[src/rtl/core/rgbled_pkg.sv]
`default_nettype none

package rgbled_pkg;

   localparam int COLOUR_BITS_DEF      = 24;
   localparam int SLOT_COUNT_WIDTH_DEF = 10;

   localparam int RGB_BITS    = 24;
   localparam int CHAN_W      = 8;
   localparam int PULSE_W     = 6;
   localparam int RESET_LEN_W = 10;
   localparam int CSR_DATA_W  = 10;
   localparam int CSR_INDEX_W = 2;

   localparam logic FUNC_TICK = 1'b0;
   localparam logic FUNC_LOAD = 1'b1;

   localparam logic [CSR_INDEX_W-1:0] CSR_ONE_HIGH   = 2'd0;
   localparam logic [CSR_INDEX_W-1:0] CSR_ZERO_HIGH  = 2'd1;
   localparam logic [CSR_INDEX_W-1:0] CSR_BIT_PERIOD = 2'd2;
   localparam logic [CSR_INDEX_W-1:0] CSR_RESET_LOW  = 2'd3;

   localparam logic [PULSE_W-1:0]     ONE_HIGH_RST   = 6'd10;
   localparam logic [PULSE_W-1:0]     ZERO_HIGH_RST  = 6'd2;
   localparam logic [PULSE_W-1:0]     BIT_PERIOD_RST = 6'd12;
   localparam logic [RESET_LEN_W-1:0] RESET_LOW_RST  = 10'd500;

   typedef enum logic [1:0] {
      PH_IDLE,
      PH_RESET,
      PH_BITS
   } phase_type;

   typedef struct packed {
      logic [PULSE_W-1:0]     one_high;
      logic [PULSE_W-1:0]     zero_high;
      logic [PULSE_W-1:0]     bit_period;
      logic [RESET_LEN_W-1:0] reset_low;
   } cfg_type;

   typedef struct packed {
      logic line_level;
      logic busy;
      logic rejected;
   } result_type;

   typedef struct packed {
      logic busy_now;
   } status_type;

endpackage

`default_nettype wire

[src/rtl/core/rgb_led_serial_line_encoder.sv]
`default_nettype none

// channel   direction  handshake              payload
// req       in         req_valid / req_stall  req_func, req_red, req_green, req_blue
// rsp       out        rsp_valid / rsp_stall  rsp_line_level, rsp_busy_res, rsp_load_rejected
// csr       in         csr_wen                csr_index, csr_wdata
//
// one beat per cycle unless req_stall is high: the line state and the result are computed
// in the cycle a beat is taken and the result stands in the output register on the next cycle
// the single output register holds the result until it is taken
// reset clears the line state and the output valid and restores register defaults
// req_stall is high only while a result waits in the output register and rsp_stall is high

module rgb_led_serial_line_encoder #(
   parameter int COLOUR_BITS      = rgbled_pkg::COLOUR_BITS_DEF,
   parameter int SLOT_COUNT_WIDTH = rgbled_pkg::SLOT_COUNT_WIDTH_DEF
) (
   input  wire logic                                  clock,
   input  wire logic                                  reset,
   input  wire logic                                  req_valid,
   output      logic                                  req_stall,
   input  wire logic                                  req_func,
   input  wire logic [rgbled_pkg::CHAN_W-1:0]         req_red,
   input  wire logic [rgbled_pkg::CHAN_W-1:0]         req_green,
   input  wire logic [rgbled_pkg::CHAN_W-1:0]         req_blue,
   output      logic                                  rsp_valid,
   input  wire logic                                  rsp_stall,
   output      logic                                  rsp_line_level,
   output      logic                                  rsp_busy_res,
   output      logic                                  rsp_load_rejected,
   input  wire logic                                  csr_wen,
   input  wire logic [rgbled_pkg::CSR_INDEX_W-1:0]    csr_index,
   input  wire logic [rgbled_pkg::CSR_DATA_W-1:0]     csr_wdata
);
   import rgbled_pkg::*;

   cfg_type    cfg_ff, cfg_in;
   result_type result;
   status_type status;
   result_type rsp_ff;
   logic       rsp_valid_ff, rsp_valid_in;
   logic       accept;

   assign req_stall = rsp_valid_ff && rsp_stall;
   assign accept    = req_valid && !req_stall;

   always_comb begin
      cfg_in = cfg_ff;
      if (csr_wen) begin
         case (csr_index)
            CSR_ONE_HIGH:   cfg_in.one_high   = csr_wdata[PULSE_W-1:0];
            CSR_ZERO_HIGH:  cfg_in.zero_high  = csr_wdata[PULSE_W-1:0];
            CSR_BIT_PERIOD: cfg_in.bit_period = csr_wdata[PULSE_W-1:0];
            CSR_RESET_LOW:  cfg_in.reset_low  = csr_wdata[RESET_LEN_W-1:0];
            default:        cfg_in = cfg_ff;
         endcase
      end
   end

   always_ff @(posedge clock) begin
      if (reset) begin
         cfg_ff.one_high   <= ONE_HIGH_RST;
         cfg_ff.zero_high  <= ZERO_HIGH_RST;
         cfg_ff.bit_period <= BIT_PERIOD_RST;
         cfg_ff.reset_low  <= RESET_LOW_RST;
      end else begin
         cfg_ff <= cfg_in;
      end
   end

   rgbled_engine #(
      .COLOUR_BITS      (COLOUR_BITS),
      .SLOT_COUNT_WIDTH (SLOT_COUNT_WIDTH)
   ) u_engine (
      .clock  (clock),
      .reset  (reset),
      .step   (accept),
      .func   (req_func),
      .rgb    ({req_red, req_green, req_blue}),
      .cfg    (cfg_ff),
      .result (result),
      .status (status)
   );

   assign rsp_valid_in = accept || (rsp_valid_ff && rsp_stall);

   always_ff @(posedge clock) begin
      if (reset) begin
         rsp_valid_ff <= 1'b0;
      end else begin
         rsp_valid_ff <= rsp_valid_in;
      end
   end

   always_ff @(posedge clock) begin
      if (accept) begin
         rsp_ff <= result;
      end
   end

   assign rsp_valid         = rsp_valid_ff;
   assign rsp_line_level    = rsp_ff.line_level;
   assign rsp_busy_res      = rsp_ff.busy;
   assign rsp_load_rejected = rsp_ff.rejected;

   // a refused load leaves the transfer running
   assert property (@(posedge clock) disable iff (reset)
      (rsp_valid_ff && rsp_ff.rejected) |-> rsp_ff.busy)
      else $error("rejected load reported with idle line");

   // load taken while idle starts the reset time with the line low
   assert property (@(posedge clock) disable iff (reset)
      (accept && req_func == FUNC_LOAD && !status.busy_now)
      |=> (rsp_valid_ff && rsp_ff.busy && !rsp_ff.line_level && !rsp_ff.rejected))
      else $error("accepted load did not start a transfer");

   // load taken while busy is flagged
   assert property (@(posedge clock) disable iff (reset)
      (accept && req_func == FUNC_LOAD && status.busy_now)
      |=> (rsp_valid_ff && rsp_ff.rejected))
      else $error("load during transfer not flagged");

   // ticks never flag a rejection
   assert property (@(posedge clock) disable iff (reset)
      (accept && req_func == FUNC_TICK) |=> !rsp_ff.rejected)
      else $error("tick beat flagged as rejected");

endmodule

`default_nettype wire

[src/rtl/core/rgbled_engine.sv]
`default_nettype none

module rgbled_engine #(
   parameter int COLOUR_BITS      = rgbled_pkg::COLOUR_BITS_DEF,
   parameter int SLOT_COUNT_WIDTH = rgbled_pkg::SLOT_COUNT_WIDTH_DEF
) (
   input  wire logic                                     clock,
   input  wire logic                                     reset,
   input  wire logic                                     step,
   input  wire logic                                     func,
   input  wire logic [rgbled_pkg::RGB_BITS-1:0]          rgb,
   input  wire rgbled_pkg::cfg_type                      cfg,
   output rgbled_pkg::result_type                        result,
   output rgbled_pkg::status_type                        status
);
   import rgbled_pkg::*;

   localparam int BL_W  = $clog2(COLOUR_BITS);
   localparam int CMP_W = ((SLOT_COUNT_WIDTH > RESET_LEN_W) ? SLOT_COUNT_WIDTH : RESET_LEN_W) + 1;
   localparam logic [CMP_W-1:0] SLOT_MAX = CMP_W'({SLOT_COUNT_WIDTH{1'b1}});
   localparam logic [BL_W-1:0]  LAST_BIT = BL_W'(COLOUR_BITS - 1);

   logic [COLOUR_BITS-1:0]      shift_ff, shift_in;
   logic [BL_W-1:0]             bits_left_ff, bits_left_in;
   logic [SLOT_COUNT_WIDTH-1:0] slot_ff, slot_in;
   phase_type                   phase_ff, phase_in;
   logic                        line_ff, line_in;

   logic [COLOUR_BITS-1:0]      colour_load;
   logic [CMP_W-1:0]            next_count;
   logic [CMP_W-1:0]            reset_len;
   logic [CMP_W-1:0]            period_len;
   logic [CMP_W-1:0]            high_len;
   logic                        rejected;

   function automatic logic span_done(input logic [CMP_W-1:0] nxt,
                                      input logic [CMP_W-1:0] len);
      logic [CMP_W-1:0] eff;
      eff = (len == '0) ? CMP_W'(1) : len;
      return (nxt >= eff) || (nxt >= SLOT_MAX);
   endfunction

   always_comb begin
      colour_load  = COLOUR_BITS'(rgb) << (COLOUR_BITS - RGB_BITS);
      next_count   = CMP_W'(slot_ff) + CMP_W'(1);
      reset_len    = CMP_W'(cfg.reset_low);
      period_len   = CMP_W'(cfg.bit_period);
      high_len     = shift_ff[COLOUR_BITS-1] ? CMP_W'(cfg.one_high) : CMP_W'(cfg.zero_high);

      shift_in     = shift_ff;
      bits_left_in = bits_left_ff;
      slot_in      = slot_ff;
      phase_in     = phase_ff;
      line_in      = line_ff;
      rejected     = 1'b0;

      if (func == FUNC_LOAD) begin
         if (phase_ff != PH_IDLE) begin
            rejected = 1'b1;
         end else begin
            shift_in     = colour_load;
            bits_left_in = LAST_BIT;
            slot_in      = '0;
            phase_in     = PH_RESET;
            line_in      = 1'b0;
         end
      end else begin
         case (phase_ff)
            PH_RESET: begin
               line_in = 1'b0;
               if (span_done(next_count, reset_len)) begin
                  phase_in = PH_BITS;
                  slot_in  = '0;
               end else begin
                  slot_in = SLOT_COUNT_WIDTH'(next_count);
               end
            end
            PH_BITS: begin
               line_in = (CMP_W'(slot_ff) < high_len);
               if (span_done(next_count, period_len)) begin
                  slot_in  = '0;
                  shift_in = shift_ff << 1;
                  if (bits_left_ff == '0) begin
                     phase_in = PH_IDLE;
                  end else begin
                     bits_left_in = bits_left_ff - BL_W'(1);
                  end
               end else begin
                  slot_in = SLOT_COUNT_WIDTH'(next_count);
               end
            end
            default: begin
               phase_in = PH_IDLE;
               line_in  = 1'b0;
            end
         endcase
      end

      result.line_level = line_in;
      result.busy       = (phase_in != PH_IDLE);
      result.rejected   = rejected;
      status.busy_now   = (phase_ff != PH_IDLE);
   end

   always_ff @(posedge clock) begin
      if (reset) begin
         shift_ff     <= '0;
         bits_left_ff <= '0;
         slot_ff      <= '0;
         phase_ff     <= PH_IDLE;
         line_ff      <= 1'b0;
      end else if (step) begin
         shift_ff     <= shift_in;
         bits_left_ff <= bits_left_in;
         slot_ff      <= slot_in;
         phase_ff     <= phase_in;
         line_ff      <= line_in;
      end
   end

endmodule

`default_nettype wire
[config.mk]
export PLATFORM = sky130hd
export DESIGN_NAME = rgb_led_serial_line_encoder
export DESIGN_NICKNAME = d
export VERILOG_FILES = /design/src/rtl/core/rgbled_pkg.sv /design/src/rtl/core/rgb_led_serial_line_encoder.sv /design/src/rtl/core/rgbled_engine.sv
export SDC_FILE = /design/constraint.sdc
export NUM_CORES = 1
export LEC_CHECK = 0
export BUFFER_PORTS_ARGS = -buffer_cell sky130_fd_sc_hd__buf_2
export CAP_MARGIN = 10
export CORE_ASPECT_RATIO = 0.9
export CORE_MARGIN = 4
export CORE_UTILIZATION = 50
export DETAILED_ROUTE_END_ITERATION = 16
export PLACE_DENSITY_LB_ADDON = 0.3
export SETUP_SLACK_MARGIN = 0.3
export SYNTH_ARGS = -nofsm -noshare
export SYNTH_HDL_FRONTEND = slang
export SYNTH_SLANG_ARGS = --single-unit
[constraint.sdc]
create_clock -name clock -period 6.35 [get_ports clock]
set_input_delay 1.5875 -clock clock [delete_from_list [all_inputs] [get_ports clock]]
set_output_delay 1.5875 -clock clock [all_outputs]
set_load 0.01 [all_outputs]
Word-level counts from Yosys, hierarchy flattened
Index checks and enable logic that the tools add are counted.

Output and inout port bits: 5. Input port bits: 42. Word-level logic and storage cells: 75. Bits in registers: 74.

Reduce and logical (&&, ||, !) cells: 22. Muxes and demuxes: 27. Add/subtract/negate cells: 2. Equality and inequality tests: 7. Order comparisons: 4.

Operators by type and width (count): $mux 24 (4); $mux 10 (5); $mux 5 (5); $ge 11x11->1 (2); $pmux 10 s2 (1); $mux 6 (2); $add 10x1->11 const B (1); $ge 11x10->1 const B (1); $lt 10x11->1 (1); $logic_not 10->1 (1); $mux 2 (5); $reduce_and 2->1 (4); $reduce_bool 2->1 (4); $eq 2x2->1 const B (3); $logic_not 6->1 (1); $logic_not 5->1 (1); $reduce_and 5->1 (1); $sub 5x1->5 const B (1); $eq 2x1->1 const B (2); $mux 1 (4); $ne 2x2->1 const B (2); $pmux 2 s2 (1); $reduce_and 4->1 (1); $logic_or 1x1->1 (3); other kinds (5) (6).

Depth between registers and ports, before layout
Gate-level depths: netlist of run 1.

Word-level depth: 8. Gate-level depth with buffers: 13. Mapped depth without buffers: 12.

By module
From an unflattened synthesis of run 1, not the netlist that was laid out.

Cell total of the unflattened synthesis: 483. Area, all modules: 4470.5 um^2.

By module, submodules not included: rgbled_engine (instances 1, area an instance 3176.8 um^2, sequential area each 840.8 um^2, cells each 363); rgb_led_serial_line_encoder (instances 1, area an instance 1293.7 um^2, sequential area each 670.6 um^2, cells each 120).

Least setup slack after synthesis of run 1
OpenSTA, ideal clock, no wires.

Path kind: input port to output port. From: input rsp_stall. To: output req_stall. Arrival time: 1.749 ns. Path buffers: 0. Data required time: 4.762 ns. Cell stages on the path: 1. Setup slack: 3.014 ns. Path through: and2_1.

Cells in the longest elaborated chain, start to end: 1.

RTL lines: start: declaration (RTL line rgb_led_serial_line_encoder.sv:27) `input wire logic rsp_stall,`; $logic_and 1x1->1 (RTL line rgb_led_serial_line_encoder.sv:44) `assign req_stall = rsp_valid_ff && rsp_stall;`; end: declaration (RTL line rgb_led_serial_line_encoder.sv:21) `output logic req_stall,`.

No other way between the ends.

Worst setup path in the final report of run 1
From: register u_engine.slot_ff[0]. To: register u_engine.shift_ff[1].

Cells in the longest elaborated chain, start to end: 5. Elaborated cells on any way between the ends: 6. Those cells by class: add/sub: 1; order compare: 2; reduce/logical: 3.

RTL lines: start: declaration (RTL line rgbled_engine.sv:25) `logic [SLOT_COUNT_WIDTH-1:0] slot_ff, slot_in;`; start signal: assignment (RTL line rgbled_engine.sv:115) `slot_ff <= slot_in;`; $add 10x1->11 * (RTL line rgbled_engine.sv:45) `next_count = CMP_W'(slot_ff) + CMP_W'(1);`; $ge 11x11->1 / $ge 11x10->1 (equally long branches) (RTL line rgbled_engine.sv:40) `return (nxt >= eff) || (nxt >= SLOT_MAX);`; $logic_or 1x1->1 * (RTL line rgbled_engine.sv:40); $reduce_bool 2->1 (no line) *; $reduce_and 4->1 (no line) *; end signal: assignment (RTL line rgbled_engine.sv:113) `shift_ff <= shift_in;`; end: declaration (RTL line rgbled_engine.sv:23) `logic [COLOUR_BITS-1:0] shift_ff, shift_in;`.

Every way passes the cells marked *; elsewhere a longest branch is shown, timed or not. A chain may end at the register's enable or synchronous reset.

==> impl_metrics.csv, run 1 <==
group,metric,value,unit
worst_setup_path,worst_path_largest_cell_delay,0.95,ns
sta,rsz0062_at_grt,"false",
drt,drt-total-wl,10.0,mm
power,ir_drop,0.000131,V
floorplanning,fp.dieArea,0.0104,mm2
sta,tightestPinTransition,1.22,ns
synthesis,synth_area,0.00440,mm2
global_route,grtUsageTotal,20.1,%
clock_network,cts_tree,"built",
sta,period_share,67.1,%
synthesis,synth.avg_cell_area,8.59,um2
sta,fin_skew,0.0117,ns
clock_network,insertion_delay,0.35,ns
worst_setup_path,regToRegSetupSlack,2.09,ns
drt,top_layer,"met4",
finish,syn_to_final_growth,10.7,%
min_path,hold_class,"reg2reg",
worst_setup_path,criticalPathCategory,"reg2reg",
finish,final_common_cell,"dfxtp_1",
drt,dr.pass1.iters,5,
synthesis,ys_warn_count,0,
sta,hold_violations,0,
global_route,grt_antenna_before_repair,0,
synthesis,synthArstFlopShare,0,%
placement,port_buffers,46,
synthesis,synth_ff_type,"dfxtp_1",
drt,ant_nets,0,
run,drv_cap,0,
floorplanning,fp-row-count,32,
sta,period_needed,4.26,ns
sta,drv_slew,0,
synthesis,synth_cells,512,
placement,place_area,0.00464,mm2
clock_network,holdBufCountCts,0,
worst_setup_path,cp_num_buf_inv,1,
floorplanning,die_h,97.0,um
synthesis,ys_seq_area_share,34.4,%
drt,routed_via_density,5.71,
finish,fin_area,0.00487,mm2
global_route,grt_pass1_vias,3705,
floorplanning,core,0.00857,mm2
clock_network,cts.clk_slew.worst_paths,0.08,ns
drt,drt-initial-drc-count,200,
drt,route.met3.wl,493,um
global_route,grt_max_degree,61,
sta,setup_viol,0,
worst_setup_path,crit_chain,"ha_1 -> xor2_1 -> ha_1 -> a21o_1 -> a31oi_1 -> o21ai_0 -> a311oi_4 -> buf_4 -> a21o_1 -> mux2_2",
clock_network,postCtsResizedCells,0,
drt,wl_met1,4.69,mm
finish,final_cell_mix,"dfxtp_1 (71), nand2_1 (60), inv_1 (47)",
drt,via_count,3788,
global_route,grt_pass1_wl,17.4,mm
worst_setup_path,slowest_stage,"a21o_1",
worst_setup_path,cp_top_family,"compound AO/OA/AOI/OAI gates",
synthesis,synth-edff-count,3,
finish,finalNonFillerCells,663,
sta,fin_tns_setup,0,ns
worst_setup_path,cp-end-kind,"flop",
worst_setup_path,required,6.59,ns
floorplanning,start_util,51.3,%
floorplanning,ios,47,
clock_network,cts.sinks,74,
synthesis,synth-seq-cells,74,
power,p_per_area,212,mW/mm2
synthesis,yosysUniqueCellTypes,62,
global_route,grt.overflow.total,0,
finish,nets,609,
finish,drive_gt1_share,18.0,%
sta,fmax,235,MHz
finish,antenna_cells,0,
clock_network,cts_root_buf,"clkbuf_8",
drt,wire_per_inst,15.1,um
synthesis,synth_nets,582,
clock_network,clock_path_buffers,2,
clock_network,numCtsBuffers,9,
clock_network,post_cts_buffers,0,
drt,wl_met2,4.75,mm
sta,slew_headroom,18.5,%
power,p_leak,1.99,nW
placement,dp_cells,647,
floorplanning,die_w,107,um
status,status,"complete, no violations",
clock_network,htree_levels,3,
worst_setup_path,arrival,4.50,ns
worst_setup_path,crit_fanout,38,
placement,place_congestion,0.885,
worst_setup_path,start_kind,"flop",
drt,drc,0,
placement,dp_hpwl,7.08,mm
-- stage by stage --
stage / power, mW / util, % / hold slack, ns / setup slack, ns
2_1_floorplan: 0.593 / - / 0.440 / 3.01
3_3_place_gp: 0.626 / 54.2 / 0.454 / 1.88
3_5_place_dp: 0.632 / 54.2 / 0.464 / 1.80
4_1_cts: 1.04 / 56.8 / 0.478 / 2.12
5_1_grt: 1.08 / 56.8 / 0.489 / 1.91
6_report: 1.03 / 56.8 / 0.475 / 2.09
-- path summary, 6_finish.rpt --
check | cells past startpoint | to | startpoint
worst min-delay path | 2 | u_engine.shift_ff[14] | u_engine.shift_ff[14]
worst min register to register | 2 | u_engine.shift_ff[14] | u_engine.shift_ff[14]
worst max-delay path | 10 | u_engine.shift_ff[1] | u_engine.slot_ff[0]
worst max register to register | 10 | u_engine.shift_ff[1] | u_engine.slot_ff[0]
-- kinds of logic after synthesis --
logic type / after synthesis / synth area share [%]
and+or+nand+nor: 145 / 15.9
DFF: 74 / 34.4
buffers and inverters: 81 / 7.88
xor gates and xnor gates: 14 / 2.79
adders and majority gates: 28 / 7.97
muxes: 24 / 5.52
AOI/OAI and AO/OA: 146 / 25.6
-- area by class of cell --
type                       instances  area (um2)
timing repair buffer              49         253
tap                              119         149
fill                             798        3700
inverter                          48         180
sequential                        74        1510
clock buffer                       9         124
multi-input combinational        357        2550
clock inverter                     7         100
-- state kept, by name, indices dropped and copies added, names as in the netlist --
name and count:
rsp_busy_res 1, u_engine.slot_ff 10, rsp_valid 1, rsp_line_level 1, u_engine.line_ff 1, cfg_ff 28
u_engine.phase_ff 2, rsp_load_rejected 1, u_engine.shift_ff 24, u_engine.bits_left_ff 5
-- metal layers --
| metal | global-route usage [%] | up-vias |
|---|---|---|
| li1 | - | 1890 |
| met1 | 27.3 | 1778 |
| met2 | 32.5 | 106 |
| met3 | 4.14 | 14 |
| met4 | 5.51 | 0 |
| met5 | 0 | - |
-- synthesized netlist by cell type (5+ instances only) --
master    instances  share of area, %
a211oi_1         30               5.1
nand2_1          60               5.1
a21o_1            5              0.85
buf_2             7              0.80
nor4_1            5              0.71
nor3_1            6              0.68
o21ai_0          36               4.1
dfxtp_1          71                32
o211ai_1          7               1.2
nand2b_1          6              0.85
a211oi_2         23               6.5
clkbuf_1         18               1.5
nand4_1           5              0.71
mux2i_1          22               5.0
xor2_1            5               1.0
a31oi_1           5              0.71
a21oi_1          12               1.4
nand3_1           9               1.0
inv_1            47               4.0
xnor2_1           9               1.8
and3_1            6              0.85
ha_1             28               8.0
nor2_1           29               2.5
-- power by group --
group          total [mW]  switching (mW)  internal, mW
sequential          0.496          0.0104         0.486
clock               0.412           0.187         0.224
combinational       0.126          0.0768        0.0489
total                1.03           0.275         0.759
-- worst reg2reg max path: stages, from the launching register on --
cell      delay (ns)
dfxtp_1         0.57
ha_1            0.38
xor2_1          0.34
ha_1            0.31
a21o_1          0.15
a31oi_1         0.13
o21ai_0         0.17
a311oi_4        0.30
buf_4           0.40
a21o_1          0.97
mux2_2          0.43
No activity file was read; power rests on OpenSTA's default activity.
==> run 2, diff against run 1 <==
--- a/config.mk
+++ b/config.mk
@@ -5,6 +5,7 @@
 export SDC_FILE = /design/constraint.sdc
 export NUM_CORES = 1
 export LEC_CHECK = 0
+export ABC_AREA = 1
 export BUFFER_PORTS_ARGS = -buffer_cell sky130_fd_sc_hd__buf_2
 export CAP_MARGIN = 10
 export CORE_ASPECT_RATIO = 0.9
==> constraint.sdc (replaced) <==
create_clock -name clock -period 4.2 [get_ports clock]
set_input_delay 1.05 -clock clock [delete_from_list [all_inputs] [get_ports clock]]
set_output_delay 1.05 -clock clock [all_outputs]
set_load 0.01 [all_outputs]
==> run 2 against run 1 <==
Routed wire length decreased by 2.5%. Sequential cell count unchanged. Sequential power increased by 51%. Clock skew decreased by 0.0045 ns. Synthesized area decreased by 2.0%. Final cell count increased by 16%. Total power increased by 43%. Non-clock buffer count increased by 1. Combinational power increased by 55%. Largest cell class unchanged.
==> impl_metrics.csv, run 2 <==
group,metric,value,unit
status,status,"complete, no violations",
clock_network,clock_path_buffers,2,
synthesis,synthArstFlopShare,0,%
drt,dr.pass1.iters,5,
worst_setup_path,start_kind,"input pin",
synthesis,netlist_top_cells_count,"nand2_1 (167), dfxtp_1 (71), inv_1 (63)",
sta,fin_skew,0.00726,ns
power,p_leak,2.24,nW
floorplanning,die_w,106,um
drt,ant_nets,0,
clock_network,cts_root_buf,"clkbuf_8",
floorplanning,core,0.00822,mm2
sta,fmax,335,MHz
sta,rsz0062_at_grt,"false",
sta,slew_headroom,50.0,%
clock_network,numCtsBuffers,9,
floorplanning,start_util,52.4,%
floorplanning,fp.dieArea,0.0102,mm2
floorplanning,die_h,96.1,um
synthesis,yosysTopAreaCellShare,33.0,%
clock_network,htree_levels,3,
finish,utilization,57.9,%
finish,top_regs,"cfg_ff (28), u_engine.shift_ff (24), u_engine.slot_ff (10)",
sta,hold_violations,0,
global_route,grt_pass1_vias,3743,
sta,period_share,71.0,%
synthesis,synth_nets,681,
worst_setup_path,slowest_stage,"nor2_4",
synthesis,synth-seq-cells,74,
synthesis,synth_cells,611,
synthesis,synth_area_leader_cell,"dfxtp_1",
clock_network,postCtsResizedCells,0,
clock_network,cts.clk_slew.worst_paths,0.08,ns
finish,final_common_cell,"nand2_1",
clock_network,cts.sinks,74,
clock_network,holdBufCountCts,0,
global_route,grt_max_degree,41,
power,ir_drop,0.000210,V
synthesis,synth_area,0.00431,mm2
drt,drc,0,
power,power,1.48,mW
clock_network,cts_tree,"built",
clock_network,post_cts_buffers,0,
sta,fin_tns_setup,0,ns
global_route,grtUsageTotal,20.1,%
placement,port_buffers,46,
drt,drt-total-wl,9.75,mm
sta,drv_slew,0,
power,p_per_area,310,mW/mm2
placement,place_congestion,0.866,
worst_setup_path,cp-end-kind,"flop",
synthesis,synth_most_common_cell,"nand2_1",
floorplanning,ios,47,
drt,via_count,3954,
synthesis,synth.avg_cell_area,7.06,um2
finish,final_cell_mix,"nand2_1 (167), dfxtp_1 (71), inv_1 (63)",
clock_network,insertion_delay,0.35,ns
synthesis,yosysUniqueCellTypes,35,
finish,syn_to_final_growth,10.4,%
sta,setup_viol,0,
global_route,grt_antenna_before_repair,0,
synthesis,synth_ff_type,"dfxtp_1",
finish,antenna_cells,0,
worst_setup_path,arrival,3.26,ns
synthesis,ys_warn_count,0,
sta,period_needed,2.98,ns
worst_setup_path,crit_chain,"buf_2 -> nand2_1 -> inv_1 -> nor2_2 -> inv_1 -> nor2_4 -> o31ai_1 -> buf_4 -> nor2_2 -> nand3_1 -> a21oi_1",
drt,routed_via_density,5.15,
worst_setup_path,required,4.47,ns
synthesis,synth-edff-count,3,
global_route,grt.overflow.total,0,
finish,top_register,"cfg_ff",
sta,tightestPinTransition,0.744,ns
finish,drive_gt1_share,18.7,%
global_route,grt_pass1_wl,16.9,mm
run,drv_cap,0,
drt,drt-initial-drc-count,222,
finish,nets,719,
worst_setup_path,worst_path_largest_cell_delay,0.57,ns
worst_setup_path,criticalPathCategory,"in2reg",
placement,dp_hpwl,6.92,mm
finish,largest_reg_flops,28,
synthesis,synth_top_cells_by_area,"dfxtp_1 (33%), nand2_1 (15%), ha_1 (8.1%)",
worst_setup_path,crit_fanout,27,
drt,wire_per_inst,12.7,um
synthesis,ys_seq_area_share,35.1,%
min_path,hold_class,"reg2reg",
floorplanning,fp-row-count,31,
run 2: cell type report:
class / instances / area [um2]
clock buffers: 12 / 135
clock inverters: 3 / 42.5
fillers: 811 / 3460
inverters: 65 / 244
multi-input cells: 449 / 2420
flip-flops and latches: 74 / 1510
well taps: 115 / 144
repair buffers: 50 / 260
run 2: worst paths after layout:
check	startpoint	end	slack (ns)	cells after the start
hold / removal	cfg_ff[25]	cfg_ff[25]	0.46	2
hold reg to reg	cfg_ff[25]	cfg_ff[25]	0.46	2
setup reg to reg	u_engine.slot_ff[0]	u_engine.slot_ff[9]	1.25	18
setup / recovery	rsp_stall	u_engine.slot_ff[9]	1.22	11
run 2: stage by stage:
stage               worst slack (ns)  cells  instance area [um2]  hold slack, ns
floorplan                       1.76    611                 4310           0.428
global placement               0.986    753                 4580           0.441
detailed placement             0.891    753                 4580           0.444
CTS                             1.26    768                 4760           0.463
global route                   0.955    768                 4760           0.482
finish                          1.22    768                 4760           0.461
run 2: worst max-delay path: cells and delay by family:
| kind | cells | cell delay (ns) |
|---|---|---|
| AND/OR/NAND/NOR | 5 | 1.36 |
| buffers and inverters | 4 | 0.54 |
| AO/OA/AOI/OAI | 2 | 0.31 |
run 2: where the power goes:
group	total [mW]	switching, mW	internal (mW)
clock	0.533	0.261	0.271
sequential	0.751	0.0164	0.734
combinational	0.195	0.125	0.0697
run 2: cells by family after synthesis:
family / Yosys count / share of synthesized area, %
AND/OR/NAND/NOR: 315 / 32.9
AO/OA/AOI/OAI: 100 / 13.8
buffers and inverters: 88 / 8.71
flip-flops: 74 / 35.1
adder cells (fa/ha/maj): 28 / 8.13
multiplexers: 5 / 1.16
XOR/XNOR: 1 / 0.203
run 2: per-layer routing:
layer	wire [um]	GRT usage (%)	share of wire, %	vias up
li1	-	-	-	2060
met1	4730	26.5	49	1785
met2	4450	33.6	46	97
met3	451	4.29	4.6	12
met4	113	5.72	1.2	0
met5	0	0	0	-
==> run 3, diff against run 2 <==
==> constraint.sdc (replaced) <==
create_clock -name clock -period 2.4 [get_ports clock]
set_input_delay 0.6 -clock clock [delete_from_list [all_inputs] [get_ports clock]]
set_output_delay 0.6 -clock clock [all_outputs]
set_load 0.01 [all_outputs]
==> run 3 against run 2 <==
The flow now finishes with violations (negative setup slack). Total power is 78% higher. Clock power is 62% higher. Design area is 19% higher. Clock skew is 0.0029 ns higher. Sequential share of layout area is 4.8 points lower. Clock-buffer cell count is 3 lower. Routed wire length is 15% higher. Die area stayed put. Register-to-register slack worse by 1.3 ns. Utilization is 11 points higher. First-iteration DRC count is 20% lower. Largest cell class unchanged.
==> impl_metrics.csv, run 3 (same netlist as run 2, synthesis figures left out) <==
group,metric,value,unit
worst_setup_path,path_common_cell,"nand2_1",
clock_network,numCtsBuffers,9,
finish,antenna_cells,0,
drt,drc,0,
global_route,grt_max_degree,31,
sta,period_share,101,%
drt,dr.pass1.iters,5,
drt,via_count,4261,
worst_setup_path,cp.depth,18,
worst_setup_path,arrival,2.51,ns
sta,slew_headroom,63.8,%
sta,fin_skew,0.0102,ns
sta,setup_viol,1,
placement,port_buffers,46,
power,power,2.64,mW
sta,holdWs,0.461,ns
power,p_seq_share,50.0,%
clock_network,htree_levels,3,
finish,final_cell_mix,"nand2_1 (145), dfxtp_1 (63), inv_1 (57)",
global_route,grt_pass1_wl,18.0,mm
status,violations,"negative setup slack",
global_route,grt.overflow.total,0,
power,internal_power,1.84,mW
finish,top_regs,"cfg_ff (28), u_engine.shift_ff (24), u_engine.slot_ff (10)",
clock_network,cts.clk_slew.worst_paths,0.08,ns
drt,wire_per_inst,13.8,um
status,status,"finished with violations",
worst_setup_path,cp_top_family,"simple AND/OR/NAND/NOR gates",
placement,post-place-ws,-0.0943,ns
clock_network,holdBufCountCts,0,
floorplanning,fp-row-count,31,
clock_network,insertion_delay,0.36,ns
worst_setup_path,setup.worst_path.start,"u_engine.slot_ff[1]",
power,p_clk_share,32.9,%
sta,hold_violations,0,
worst_setup_path,slowest_stage,"dfxtp_4",
finish,utilization,69.0,%
power,switchingPower,0.799,mW
worst_setup_path,regToRegStartpoint,"u_engine.slot_ff[1]",
sta,period_needed,2.41,ns
finish,fin_area,0.00568,mm2
min_path,hold_class,"in2reg",
worst_setup_path,required,2.50,ns
floorplanning,die_h,96.1,um
finish,top_register,"cfg_ff",
worst_setup_path,cp_num_buf_inv,3,
sta,tightestPinTransition,0.543,ns
drt,ant_nets,0,
sta,fin_tns_setup,-0.0130,ns
global_route,grt_antenna_before_repair,0,
sta,fmax,414,MHz
sta,rsz0062_at_grt,"true",
placement,dp_cells,778,
floorplanning,core,0.00822,mm2
worst_setup_path,crit_fanout,3,
worst_setup_path,reg2reg_to,"rsp_busy_res",
sta,worst_slack,-0.0130,ns
finish,syn_to_final_growth,31.7,%
power,combinationalPowerShare,17.1,%
global_route,grtUsageTotal,21.6,%
finish,drive_gt1_share,35.7,%
drt,drt-total-wl,11.2,mm
floorplanning,fp.dieArea,0.0102,mm2
finish,nFillCells,637,
worst_setup_path,regToRegSetupSlack,-0.01,ns
finish,finalNonFillerCells,815,
worst_setup_path,cp-endpoint,"rsp_busy_res",
worst_setup_path,criticalPathCategory,"reg2reg",
global_route,grt_pass1_vias,3990,
worst_setup_path,worst_path_largest_cell_delay,0.38,ns
clock_network,cts_root_buf,"clkbuf_8",
drt,drt-initial-drc-count,177,
finish,largest_reg_flops,28,
clock_network,cts.sinks,74,
worst_setup_path,start_kind,"flop",
power,p_sw_share,30.3,%
power,p_leak,2.62,nW
sta,drv_slew,0,
finish,nets,766,
worst_setup_path,cp-end-kind,"flop",
floorplanning,die_w,106,um
placement,place_area,0.00500,mm2
floorplanning,ios,47,
clock_network,cts_tree,"built",
power,ir_drop,0.000285,V
run,drv_cap,0,
placement,place_congestion,0.888,
power,p_per_area,464,mW/mm2
drt,routed_via_density,5.23,
worst_setup_path,worst_r2r_path_depth,18,
worst_setup_path,crit_chain,"buf_4 -> nand2_1 -> nor2_2 -> nand3_1 -> nand2_1 -> nand2_2 -> inv_2 -> ha_4 -> nand2_2 -> inv_2 -> a22oi_2 -> nand3b_1 -> a21oi_4 -> nand3_2 -> nand2_1 -> nand2_1 -> nand2_1 -> nand4_1",
finish,final_common_cell,"nand2_1",
clock_network,clock_path_buffers,2,
placement,dp_hpwl,7.53,mm
floorplanning,start_util,52.4,%
==> run 3: cell count changes in the layout (fill, tap and decap cells not counted), moves of 9 or more <==
cell     delta
nand2_4    +28
buf_4      +40
nand2_1    -22
a21oi_2    +15
a21oi_1    -16
ha_1        -9
==> run 3: what timing repair did <==
item	in CTS	in global routing
endpoints found under the setup margin	42	44
gates cloned	1	0
pin swaps	23	19
resized for setup	47	40
buffers inserted	13	8
==> run 3: power by group through the flow <==
| stage | logic (mW) | clock network [mW] | registers [mW] |
|---|---|---|---|
| after floorplan | 0.269 | 0 | 1.34 |
| final | 0.452 | 0.866 | 1.32 |
| after global placement | 0.381 | 0 | 1.34 |
| after global routing | 0.499 | 0.945 | 1.32 |
| after detailed placement | 0.391 | 0 | 1.34 |
| after CTS | 0.419 | 0.877 | 1.32 |
==> run 3: worst min-delay path: cells and delay by family <==
kind                   cells  cell delay, ns
AOI/OAI and AO/OA          2            0.11
buffers and inverters      1            0.07
==> run 3: final cells by class <==
class / count / area (um2) / share of cell area (%)
clock buffers: 9 / 124 / 2.18
clock inverters: 6 / 41.3 / 0.727
inverters: 65 / 256 / 4.52
multi-input cells: 449 / 2910 / 51.2
flip-flops and latches: 74 / 1530 / 26.9
well taps: 115 / 144 / 2.53
repair buffers: 96 / 667 / 11.7
repair inverters: 1 / 8.76 / 0.154
==> run 3: how the worst min path moves through the flow <==
stage	from	to	slack [ns]	depth (start not counted)
after global routing	csr_wdata[8]	cfg_ff[8]	0.48	3
final	csr_wdata[8]	cfg_ff[8]	0.46	3
after global placement	cfg_ff[25]	cfg_ff[25]	0.44	2
after CTS	csr_wdata[8]	cfg_ff[8]	0.46	3
after detailed placement	u_engine.shift_ff[2]	u_engine.shift_ff[2]	0.45	2
after floorplan	cfg_ff[17]	cfg_ff[17]	0.43	2
==> run 3: per-layer routing <==
metal / GRT usage, % / up-vias / part of all wire (%)
li1: - / 2152 / -
met1: 27.9 / 1958 / 43
met2: 36.1 / 134 / 49
met3: 4.90 / 17 / 6.8
met4: 7.34 / 0 / 1.5
met5: 0 / - / 0
